`config.mk`:
```
export PLATFORM = sky130hd
export DESIGN_NAME = c8_ram
export DESIGN_NICKNAME = d
export VERILOG_FILES = /design/src/rtl/chip8_cpu_subset_step_unit_assert.svh /design/src/rtl/c8_ram.sv
export SDC_FILE = /design/constraint.sdc
export NUM_CORES = 1
export LEC_CHECK = 0
export ABC_AREA = 1
export CAP_MARGIN = 15
export CORE_AREA = 2 2 155 157
export CTS_CLUSTER_SIZE = 14
export DETAILED_ROUTE_END_ITERATION = 12
export DIE_AREA = 0 0 157 159
export DONT_BUFFER_PORTS = 1
export HOLD_SLACK_MARGIN = 0.03
export SYNTH_ARGS = -nofsm -noshare
export SYNTH_HDL_FRONTEND = slang
export SYNTH_SLANG_ARGS = --single-unit
```
`constraint.sdc`:
```
create_clock -name clk -period 2.6 [get_ports clk]
set_input_delay 0.39 -clock clk [delete_from_list [all_inputs] [get_ports clk]]
set_output_delay 0.39 -clock clk [all_outputs]
set_load 0.005 [all_outputs]
```
`src/rtl/chip8_cpu_subset_step_unit_assert.svh`:
```
// assertion macros of the rtl top module of the chip-8 step unit
// expects signals named clk and rst in the including module
`ifndef CHIP8_CPU_SUBSET_STEP_UNIT_ASSERT_SVH
`define CHIP8_CPU_SUBSET_STEP_UNIT_ASSERT_SVH

// consequent must hold in the same cycle as the antecedent
`define C8_ASSERT_SAME(lbl, ante, cons) \
  lbl: assert property (@(posedge clk) disable iff (rst) (ante) |-> (cons)) \
    else $error("c8 same-cycle check failed");

// consequent must hold in the cycle after the antecedent
`define C8_ASSERT_NEXT(lbl, ante, cons) \
  lbl: assert property (@(posedge clk) disable iff (rst) (ante) |=> (cons)) \
    else $error("c8 next-cycle check failed");

`endif

```
`src/rtl/c8_ram.sv`:
```
// generic simple dual-port ram, one write and one registered read port
// no dependencies
module c8_ram #(
  parameter int WIDTH = 8,
  parameter int DEPTH = 16
) (
  input  logic                     clk,
  input  logic                     we,
  input  logic [$clog2(DEPTH)-1:0] waddr,
  input  logic [WIDTH-1:0]         wdata,
  input  logic [$clog2(DEPTH)-1:0] raddr,
  output logic [WIDTH-1:0]         rdata
);

  logic [WIDTH-1:0] mem [DEPTH];

  always_ff @(posedge clk) begin
    if (we) begin
      mem[waddr] <= wdata;
    end
    rdata <= mem[raddr];
  end

endmodule

```
==> impl_metrics.csv <==
group,metric,value,unit
sta,worst_pin_slew,0.907,ns
pwr,power.density,794,mW/mm²
synthesis,yosysWarningCount,0,
status,status,"finished clean",
sta,slew_violations,0,
layout,nets,567,
sta,rsz0062_at_grt,"no",
synthesis,synth_fp_nets,569,
cts,clock-sinks,136,
place,dp_hpwl,8230,µm
layout,antenna_cells,0,
cts,clockBufferDepth,2,
detailed_routing,totalWireLength,13400,µm
setup_path,crit_type,"in2reg",
sta,skew,0.00488,ns
sta,slew-limit-headroom,39.3,%
detailed_routing,drcViolationCount,0,
setup_path,slowest_delay,0.41,ns
cts,cts_setup_buffers,0,
synthesis,avgSynthCellArea,10.5,µm²
place,post-place-ws,0.858,ns
floorplan,row_count,56,
cts,cts-resized-gates,0,
run,cap_violations,0,
layout,final.fill_count,2422,
synthesis,ys_seq_elements,136,
setup_path,cpMostUsedCell,"nand3_1",
min_path,hold_class,"in2reg",
synthesis,seq_area_frac_synth,69.4,%
floorplan,coreArea,0.0232,mm²
detailed_routing,drtIter0Drc,301,
synthesis,syn_area,0.00577,mm²
cts,clk_pin_slew,0.06,ns
setup_path,crit_chain,"inv_2, buf_12, nand2_1, nand3_1, nand3_1, nand3_1, nand2_1",
sta,period_share,50.0,%
global_routing,grt_overflow,0,
sta,setup_tns,0,ns
global_routing,grt_max_degree,66,
setup_path,cp-end-kind,"register",
layout,layout.cells.non_filler,881,
detailed_routing,drt.antenna.violating_nets,0,
floorplan,die_w,157,µm
global_routing,track_usage,11.2,%
synthesis,yosys.cell_types.count,12,
cts,cts_tree,"built",
place,postPlaceCellArea,0.00603,mm²
setup_path,slowest_stage,"inv_2",
floorplan,die_y,159,µm
sta,hold-worst-slack,0.0672,ns
layout,area_growth,16.0,%
sta,hold_viol,0,
place,dp_cells,849,
cts,cts_buffers,17,
place,io_buffers,0,
place,gp_congestion,0.764,
setup_path,worstPathArrival,1.60,ns
layout,final_area,0.00669,mm²
synthesis,syn_inst,551,
layout,drive_above_1_share,6.23,%
pwr,peakVddDrop,441,µV
detailed_routing,vias,3690,
layout,layout_common_cells,"173 x nand2_1, 128 x edfxtp_1, 100 x inv_1",
global_routing,grt_pass1_vias,3558,
layout,post-route-util,28.9,%
setup_path,path_max_fanout,65,
floorplan,io_pins,26,
global_routing,antenna_found_initial,0,
cts,hold_buffers,0,
setup_path,crit_path_start_kind,"input pin",
cts,root_buffer,"clkbuf_16",
setup_path,crit_required,2.90,ns
global_routing,grt_pass1_wl,20400,µm
floorplan,start_util,24.9,%
detailed_routing,drtPass1Iterations,5,
detailed_routing,routedWlPerCell,15.2,µm
detailed_routing,viasPerCell,4.19,
sta,timing.final.ws_setup,1.30,ns
cts,cts_max_level,4,
pwr,leakagePower,2.75,nW
floorplan,dieArea,0.0250,mm²
pwr,power,5.31,mW
layout,final_common_cell,"nand2_1",
cts,clk_latency,0.41,ns
sta,setup_viol,0,
sta,finalCriticalPeriod,1.30,ns
sta,max_freq,770,MHz
worst paths after layout:
kind | startpoint | cells past startpoint | slack (ns) | end
hold / removal | wdata[6] | 0 | 0.07 | mem[2][6]$_DFFE_PP_
hold reg to reg | mem[13][1]$_DFFE_PP_ | 6 | 0.67 | rdata[1]$_DFF_P_
setup reg to reg | mem[2][7]$_DFFE_PP_ | 6 | 1.51 | rdata[7]$_DFF_P_
setup / recovery | raddr[0] | 7 | 1.30 | rdata[7]$_DFF_P_
flip-flops by register name, summed over array words and instances, names as in the netlist:
name	count
mem	128
rdata	8
routing by layer:
layer	vias to the layer above	wire length (µm)	global-route usage [%]	share of wire (%)
li1	1773	-	-	-
met1	1750	5880	15.2	44
met2	143	6160	16.6	46
met3	24	1050	3.18	7.8
met4	0	340	5.13	2.5
met5	-	0	0	0
area by class of cell:
| class | count | area, µm² | area share (%) |
|---|---|---|---|
| clock buffers | 21 | 460 | 6.88 |
| clock inverters | 11 | 196 | 2.94 |
| inverters | 102 | 383 | 5.72 |
| multi-input cells | 289 | 1210 | 18.1 |
| flip-flops and latches | 136 | 4000 | 59.8 |
| well taps | 319 | 399 | 5.96 |
| repair buffers | 3 | 35.0 | 0.524 |
cell families (layout without fill, tap and decap cells):
family | count (synthesis) | after routing | synth area share, %
flops | 136 | 136 | 69.4
buf+inv | 126 | 137 | 9.52
simple gates | 289 | 289 | 21.0
Yosys cell counts:
| master | instances | area share, % |
|---|---|---|
| nand2_1 | 173 | 11 |
| buf_1 | 1 | 0.065 |
| buf_6 | 6 | 1.2 |
| dfxtp_1 | 8 | 2.8 |
| buf_2 | 13 | 1.1 |
| inv_1 | 100 | 6.5 |
| nand3b_1 | 2 | 0.26 |
| nor2_1 | 17 | 1.1 |
| buf_4 | 4 | 0.52 |
| edfxtp_1 | 128 | 67 |
| nand3_1 | 97 | 8.4 |
| inv_2 | 2 | 0.13 |
power breakdown:
part           switching (mW)  internal, mW  total, mW
clock network           0.889          1.75       2.64
logic                   0.126        0.0618      0.188
registers              0.0267          2.45       2.48
total                    1.04          4.27       5.31
critical path: cells and delay by family:
family        cells  cell delay (ns)
buf+inv           2             0.69
simple gates      5             0.49
No activity file was read; power rests on OpenSTA's default activity.
