$ cat src/rtl/chip8_cpu_subset_step_unit_assert.svh
// assertion macros of the rtl top module of the chip-8 step unit
// expects signals named clk and rst in the including module
`ifndef CHIP8_CPU_SUBSET_STEP_UNIT_ASSERT_SVH
`define CHIP8_CPU_SUBSET_STEP_UNIT_ASSERT_SVH

// consequent must hold in the same cycle as the antecedent
`define C8_ASSERT_SAME(lbl, ante, cons) \
  lbl: assert property (@(posedge clk) disable iff (rst) (ante) |-> (cons)) \
    else $error("c8 same-cycle check failed");

// consequent must hold in the cycle after the antecedent
`define C8_ASSERT_NEXT(lbl, ante, cons) \
  lbl: assert property (@(posedge clk) disable iff (rst) (ante) |=> (cons)) \
    else $error("c8 next-cycle check failed");

`endif

$ cat src/rtl/c8_wrap.sv
// two-stage remainder by a constant divisor via reciprocal multiply
// no dependencies; value and quotient are registered, then the remainder
module c8_wrap #(
  parameter int DIVISOR = 4096,
  parameter int IN_W    = 12
) (
  input  logic                       clk,
  input  logic [IN_W-1:0]            value,
  output logic [$clog2(DIVISOR)-1:0] remainder
);

  localparam int OUT_W = $clog2(DIVISOR);
  localparam int SHIFT = IN_W + OUT_W + 1;
  localparam int RW    = IN_W + 2;
  localparam int PW    = IN_W + RW;
  localparam int DW    = OUT_W + 1;
  localparam int QW    = IN_W + DW;
  localparam longint RECIP_L = ((64'd1 << SHIFT) + DIVISOR - 1) / DIVISOR;
  localparam logic [RW-1:0] RECIP = RW'(RECIP_L);
  localparam logic [DW-1:0] DIV_C = DW'(DIVISOR);

  logic [PW-1:0]   prod;
  logic [IN_W-1:0] quot;
  logic [IN_W-1:0] v_q;
  logic [IN_W-1:0] q_q;
  logic [QW-1:0]   qd;
  logic [QW-1:0]   diff;

  // floor(value / divisor) is exact for every value of IN_W bits
  assign prod = PW'(value) * PW'(RECIP);
  assign quot = IN_W'(prod >> SHIFT);
  assign qd   = QW'(q_q) * QW'(DIV_C);
  assign diff = QW'(v_q) - qd;

  always_ff @(posedge clk) begin
    v_q       <= value;
    q_q       <= quot;
    remainder <= OUT_W'(diff);
  end

endmodule

$ cat config.mk
export PLATFORM = sky130hd
export DESIGN_NAME = c8_wrap
export DESIGN_NICKNAME = d
export VERILOG_FILES = /design/src/rtl/chip8_cpu_subset_step_unit_assert.svh /design/src/rtl/c8_wrap.sv
export SDC_FILE = /design/constraint.sdc
export NUM_CORES = 1
export LEC_CHECK = 0
export BUFFER_PORTS_ARGS = -buffer_cell sky130_fd_sc_hd__buf_2
export CAP_MARGIN = 30
export CORE_AREA = 2 2 39 41
export CTS_BUF_LIST = sky130_fd_sc_hd__clkbuf_4 sky130_fd_sc_hd__clkbuf_8 sky130_fd_sc_hd__clkbuf_16
export DETAILED_ROUTE_END_ITERATION = 6
export DIE_AREA = 0 0 41 43
export PLACE_DENSITY = 0.66
export SYNTH_ARGS = -nofsm -noshare
export SYNTH_HDL_FRONTEND = slang
export SYNTH_SLANG_ARGS = --single-unit
$ cat constraint.sdc
create_clock -name clk -period 0.8 [get_ports clk]
set_input_delay 0.04 -clock clk [delete_from_list [all_inputs] [get_ports clk]]
set_output_delay 0.04 -clock clk [all_outputs]
set_load 0.02 [all_outputs]
==> metrics, run 1 <==
Seq. cell area=just under 500 µm²; Max FO, Critical Path=1; post-synth top area share=100%; slew at the pin with the worst max-slew slack=about 0.11 ns; DRT Wirelength=about 740 µm; Max Slew Vio Count=0; Clock Pin Slew Worst Setup and Hold Paths=between 0.1 and 0.15 ns; synth warn=0; largest net degree at the start of global routing=13; number of global-route vias before repair=between 200 and 300; DR iter-0 viols=4; CP Capture Type=primary output; vias per cell=between 3 and 4; Most used DFF post-synth=dfxtp_1; Multi-input gate area=0 µm²; Bufs and invs on worst path=1; CP startpoint kind=flip-flop; Max VDD drop=1320 µV; cell leakage power=just under 0.0004 µW; Peak Freq=1260 MHz; PD cells=about 2300 mW/mm²; crit-path max cell delay=~0.34 ns; DP Area=621 µm²; Starting Density=34.7%; die extent in x=about 41 µm; synth unique cells=1; GRT overflow=0; first-pass GRT wire length=roughly 1.1 mm; clock root cell=clkbuf_4; drt first pass iters=2; postcts setup bufs=0; Critical-path top delay cell=dfxtp_2; total number of vias=290; worst hold path type=reg2reg; drt drc=0; reg-to-reg slack, setup=~0.38 ns; crit path cell chain=buf_6; Layout Utilization=about three fifths; initial antenna violation count=0; Tmin final=just under 0.8 ns; critical path start-end classification=reg2out; Clock Sink Count=24; Synth top cells by count=24 x dfxtp_1; Post-DRT Antenna Nets=0; Antenna Cells=0; slew margin rel.=92.7%; core area=between 0.001 and 0.0015 mm²; Synth Instances=24; Period Utilization, post-route=between 90% and 100%; final hold vios=0; ys async rst share=0%; Final Wtd Congestion=approximately 0.52; Max-Cap Viols=0; hold path depth=0; status=finished clean; CTS tree=yes; Synth Area per Inst=around 20 µm²; Die Ht=43 µm; Power Total=between 1500 and 2000 µW; # setup viols final=0; Clk Latency, worst-skew pair=0.29 ns; top-count cell post-synth=dfxtp_1; Synth area leaders=dfxtp_1 100%; mapped cell area=~480 µm²; EDFF count, synth=0; num ports=25; fillers=roughly 110; comb_multi_in=0; CTS Buf Count=3; cell accounting for the most synthesized area=dfxtp_1; Clock Path Buffers=2; row count=14; port bufs=24; share of layout cells above drive strength 1=just over 60%; Worst EP arrival=between 0.7 and 0.8 ns; R2R cell count=0; register area share after synthesis=100%; nets=a little under 80; fin area=approximately 850 µm²; Final TNS setup=0 ns; Placed Instances=64; RSZ-0062 raised after global routing=yes; flops & latches, synth=24; Post-Layout Cell Count=79; Top delay family on crit path=flip-flops; Post-Syn Nets=37; area grow syn2layout=77.6%; GRT Total Usage=a little over a tenth; Layout Skew=just over 0.0008 ns; # H-tree levels=1; CP Depth=1; die area=between 0.0015 and 0.002 mm²; CP Data Required Time=~0.76 ns; Avg WL per Cell=about 9.4 µm
-- where the power goes --
group / internal, µW / switching, µW / total, µW
clock network: 175 / 299 / 474
logic: 116 / 64.1 / 180
registers: 1260 / 21.1 / 1290
-- placed cells by master (no fill, tap or decap) --
cell type      synthesis  layout
dlygate4sd3_1          0      12
buf_6                  0      12
dfxtp_2                0      12
buf_2                  0      12
dfxtp_1               24      12
clkbuf_4               0       3
-- cell type report --
cell class / count / area share, %
flip-flops and latches: 24 / 58.1
repair buffers: 36 / 37.0
clock buffers: 3 / 2.64
well taps: 16 / 2.35
-- final timing paths --
check | startpoint | end
max | remainder[3] | remainder[3]
min | v_q[6] | remainder[6]
max reg2reg | v_q[3] | remainder[3]
min reg2reg | v_q[6] | remainder[6]
-- metal layers --
| metal | global-route usage (%) | part of all wire (%) |
|---|---|---|
| met1 | 10.7 | 40 |
| met2 | 16.6 | 52 |
| met3 | 6.28 | 7.8 |
| met4 | 4.00 | 0 |
| met5 | 0 | 0 |
-- repair_timing --
| action | in CTS | in global routing |
|---|---|---|
| gates resized for setup | 28 | 8 |
| endpoints found under the setup margin | 12 | 12 |
| endpoints found under the hold margin | 12 | 0 |
| cloned | 0 | 0 |
| hold buffers | 12 | 0 |
| pin swaps | 0 | 0 |
-- metrics by stage --
step / hold slack [ns] / setup slack, ns
floorplan: 0.0677 / 0.365
global placement: 0.143 / 0.321
detailed placement: 0.144 / 0.310
CTS: 0.335 / -0.00195
global route: 0.341 / -0.0342
finish: 0.334 / 0.00711
-- sequential cells by signal (all words and copies together) (netlist names) --
register	cells
remainder	12
v_q	12
-- logic make-up after synthesis --
| kind of cell | Yosys count | share of synthesized area (%) |
|---|---|---|
| flip-flops | 24 | 100 |
(Power assumes the default switching activity.)
==> run 2: changes to the inputs <==
Settings changed: PLACE_DENSITY 0.66 to default, PLACE_DENSITY_LB_ADDON from default to 0.1.
==> run 2 against run 1 <==
Total power grew 18%. Die area is the same. Final cell count grew 1.3%. Via count rose by 5.5%. Combinational power is essentially flat. Sequential power is essentially flat. Setup slack lost 0.0038 ns. Count of clock-buffer cells in the layout unchanged. Worst hold slack is essentially flat. First-iteration DRC count is 75% lower. Final area grew 3.5%. Clock power is 73% higher. Largest cell class unchanged. Largest power group unchanged.
==> metrics, run 2 (synthesized netlist as in run 1, its figures left out) <==
Period Utilization, post-route=~100%; Sw Share=between 10% and 20%; vias per cell=about 3.8; drt drc=0; Bufs and invs on worst path=1; number of global-route vias before repair=about 320; CP startpoint kind=flip-flop; cell leakage power=between 0.0004 and 0.0005 µW; share of layout cells above drive strength 1=62.5%; Avg WL per Cell=roughly 9 µm; Post-DRT Antenna Nets=0; Sw Pwr=400 µW; Clk pwr share=35.9%; Placed Instances=64; DRT Wirelength=roughly 720 µm; DR iter-0 viols=1; crit-path max cell delay=between 0.3 and 0.4 ns; Worst EP arrival=roughly 0.76 ns; drt first pass iters=3; Seq. cell area=495 µm²; # setup viols final=0; core area=around 0.0014 mm²; GRT Total Usage=between 10 and 15%; worst hold path type=reg2reg; fillers=110; Max FO, Critical Path=1; initial antenna violation count=0; GRT overflow=0; Internal=roughly 1900 µW; CP Data Required Time=0.76 ns; slew margin rel.=approximately 90%; Final Wtd Congestion=just over 0.5; DP Area=approximately 620 µm²; Top delay family on crit path=flip-flops; status=finished clean; die extent in x=approximately 41 µm; num ports=25; Max-Cap Viols=0; fin area=approximately 880 µm²; critical path start-end classification=reg2out; largest net degree at the start of global routing=15; Power Total=2290 µW; postcts setup bufs=0; CP Capture Type=primary output; Comb pwr share=just under 8%; Starting Density=a little over a third; Clock Path Buffers=2; Critical-path top delay cell=dfxtp_2; total number of vias=between 300 and 400; Peak Freq=1260 MHz; Multi-input gate area=0 µm²; Die Ht=roughly 43 µm; Clock Pin Slew Worst Setup and Hold Paths=~0.12 ns; Max VDD drop=roughly 1400 µV; nets=roughly 80; clock root cell=clkbuf_4; Post-Layout Cell Count=80; commonest cells after routing, fill and taps aside=12 x dlygate4sd3_1, 12 x buf_2, 12 x buf_6, 12 x dfxtp_2, 12 x dfxtp_1; first-pass GRT wire length=around 1.1 mm; port bufs=24; final hold vios=0; Tmin final=between 0.7 and 0.8 ns; CTS tree=yes; Clock Sink Count=24; Layout Skew=0.000214 ns; die area=0.00176 mm²; Clk Latency, worst-skew pair=0.29 ns; area grow syn2layout=83.9%; PD cells=2590 mW/mm²; Max Slew Vio Count=0; CTS Buf Count=3; row count=14; comb_multi_in=0; RSZ-0062 raised after global routing=yes; sequential power share=around 56%; Antenna Cells=0; slew at the pin with the worst max-slew slack=approximately 0.12 ns; biggest regs=remainder (12), v_q (12); crit path cell chain=buf_6; # H-tree levels=1
-- run 2: cell types whose count changed in the layout (fill, tap and decap cells not counted) --
cell / before / now
bufinv_16: 0 / 1
-- run 2: through the flow --
stage	setup WS (ns)	utilization, %	hold slack [ns]	setup TNS (ns)
after CTS	-0.0168	63.8	0.336	-0.0939
after global routing	-0.0539	63.8	0.338	-0.469
after global placement	0.324	44.8	0.142	0
final	0.00327	63.8	0.334	0
after detailed placement	0.303	44.8	0.144	0
after floorplan	0.365	-	0.0677	0
-- run 2: cell type report --
class,instances,area share (%)
flip-flops and latches,24,56.1
clock buffers,3,2.55
clock inverters,1,3.40
well taps,16,2.27
repair buffers,36,35.7
-- run 2: metal layers --
metal / GRT usage (%) / share of wire [%] / vias to the layer above
met5: 0 / 0 / -
met4: 8.00 / 0 / 0
met2: 19.4 / 66 / 13
met3: 3.14 / 5.8 / 0
li1: - / - / 151
met1: 7.43 / 28 / 142
-- run 2: path summary, 6_finish.rpt --
path / depth (start not counted) / slack (ns) / endpoint / from
worst max-delay path: 1 / 0.003 / remainder[2] / remainder[2]
worst min-delay path: 0 / 0.33 / remainder[5] / v_q[5]
worst max register to register: 0 / 0.39 / remainder[2] / v_q[2]
worst min register to register: 0 / 0.33 / remainder[5] / v_q[5]
-- run 2: timing repair --
action / in CTS / in global routing
setup endpoints to repair: 12 / 12
gates cloned: 0 / 0
hold buffers: 12 / 0
pin swaps: 0 / 0
endpoints found under the hold margin: 12 / 0
gates resized for setup: 36 / 0
-- run 2: power by group through the flow --
| stage | Clock (µW) | Sequential (µW) | Combinational, µW |
|---|---|---|---|
| floorplan | 0 | 1340 | 0 |
| global placement | 0 | 1300 | 98.7 |
| detailed placement | 0 | 1300 | 99.5 |
| CTS | 854 | 1290 | 180 |
| global route | 918 | 1290 | 192 |
| finish | 821 | 1280 | 181 |
==> run 3: changes to the inputs <==
Settings changed: CTS_BUF_LIST sky130_fd_sc_hd__clkbuf_4 sky130_fd_sc_hd__clkbuf_8 sky130_fd_sc_hd__clkbuf_16 to sky130_fd_sc_hd__clkbuf_16.
==> run 3 against run 2 <==
Die area did not move. Non-clock buffer count stayed put. Global-route usage fell by 1.4 points. Count of clock-buffer cells in the layout unchanged. Critical path depth unchanged. Largest cell class unchanged.
==> metrics, run 3 (synthesized netlist as in run 1, its figures left out) <==
Max Slew Vio Count=0; Hold EP=remainder[5]; share of layout cells above drive strength 1=43.8%; crit path cell chain=buf_2; DR iter-0 viols=1; initial antenna violation count=0; Avg WL per Cell=slightly below 8 µm; first-pass GRT wire length=1.05 mm; slew at the pin with the worst max-slew slack=0.110 ns; area grow syn2layout=76.6%; total number of vias=305; HP Start=v_q[5]; num ports=25; Max FO, Critical Path=1; R2R cell count=0; Period Utilization, post-route=just over 90%; reg-to-reg slack, setup=0.40 ns; Final Wtd Congestion=0.508; CTS tree=yes; vias per cell=roughly 3.8; Die Ht=43 µm; crit-path max cell delay=slightly above 0.3 ns; status=finished clean; Tmin final=0.744 ns; Bufs and invs on worst path=1; GRT Total Usage=under 10%; clock root cell=clkbuf_16; DP Area=roughly 620 µm²; Post-DRT Antenna Nets=0; RSZ-0062 raised after global routing=no; Max-Cap Viols=0; core area=0.00138 mm²; Top delay family on crit path=flip-flops; biggest regs=remainder (12), v_q (12); Max VDD drop=1890 µV; Critical-path top delay cell=dfxtp_1; commonest cells after routing, fill and taps aside=24 x dfxtp_1, 23 x buf_2, 12 x dlygate4sd3_1; nets=roughly 80; Worst setup startpoint=remainder[8]; Clock Path Buffers=2; port bufs=24; final hold vios=0; CP startpoint kind=flip-flop; Peak Freq=roughly 1300 MHz; die area=approximately 0.0018 mm²; Starting Density=about a third; # setup viols final=0; hold path depth=0; Multi-input gate area=0 µm²; FF-to-FF Start=v_q[2]; number of global-route vias before repair=approximately 310; commonest non-fill, non-tap cell in the layout=dfxtp_1; fillers=between 100 and 150; cell leakage power=around 0.00040 µW; fin area=approximately 850 µm²; CTS Buf Count=3; postcts setup bufs=0; drt first pass iters=2; critical path start-end classification=reg2out; Crit Reg-Reg Endpoint=remainder[2]; PD cells=roughly 3300 mW/mm²; GRT overflow=0; slew margin rel.=92.7%; Fin Hold WS=0.324 ns; CP Capture Type=primary output; row count=14; Clock Pin Slew Worst Setup and Hold Paths=around 0.06 ns; Worst EP arrival=~0.7 ns; Layout Skew=~0.00087 ns; Antenna Cells=0; CP Data Required Time=around 0.76 ns; Clk Latency, worst-skew pair=0.25 ns; DRT Wirelength=631 µm; comb_multi_in=0; die extent in x=between 40 and 50 µm; Final TNS setup=0 ns; largest net degree at the start of global routing=15; drt drc=0; Clock Sink Count=24; worst hold path type=reg2reg; # H-tree levels=1
[run 3: changes by cell type in the layout (fill, tap and decap cells not counted)]
| cell | delta |
|---|---|
| buf_6 | -12 |
| dfxtp_1 | +12 |
| dfxtp_2 | -12 |
| buf_2 | +11 |
| clkbuf_16 | +3 |
| clkbuf_4 | -3 |
| buf_4 | +1 |
[run 3: area by class of cell]
class | instances | area, µm² | area share [%]
Tap cell | 16 | 20.0 | 2.36
Clock inverter | 1 | 30.0 | 3.54
Clock buffer | 3 | 75.1 | 8.85
Timing Repair Buffer | 36 | 243 | 28.6
Sequential cell | 24 | 480 | 56.6
[run 3: power by group]
| group | internal [µW] | switching [µW] | total (µW) |
|---|---|---|---|
| clock | 991 | 353 | 1340 |
| combinational | 80.5 | 64.1 | 145 |
| sequential | 1260 | 12.1 | 1270 |
[run 3: worst max-delay path by stage]
stage	cells after the start	endpoint
floorplan	0	remainder[0]
global placement	1	remainder[2]
detailed placement	1	remainder[2]
CTS	1	remainder[2]
global route	1	remainder[9]
finish	1	remainder[8]
[run 3: repair_timing]
item | 4_1_cts | 5_1_grt
endpoints found under the hold margin | 12 | 0
gates resized for setup | 0 | 1
hold buffers | 12 | 0
endpoints found under the setup margin | 0 | 1
[run 3: through the flow]
step           setup WS (ns)  util [%]  total power, µW  std cells
6_report              0.0562      61.3             2760         80
5_1_grt              0.00797      61.3             2870         80
4_1_cts               0.0328      61.1             2790         80
3_5_place_dp           0.303      44.8             1400         64
3_3_place_gp           0.324      44.8             1400         64
2_1_floorplan          0.365         -             1340         24
[run 3: per-layer routing]
layer	share of wire, %	vias up	global-route usage (%)
li1	-	153	-
met2	60	13	17.8
met4	0	0	2.00
met5	0	-	0
met1	33	139	6.38
met3	6.8	0	4.71
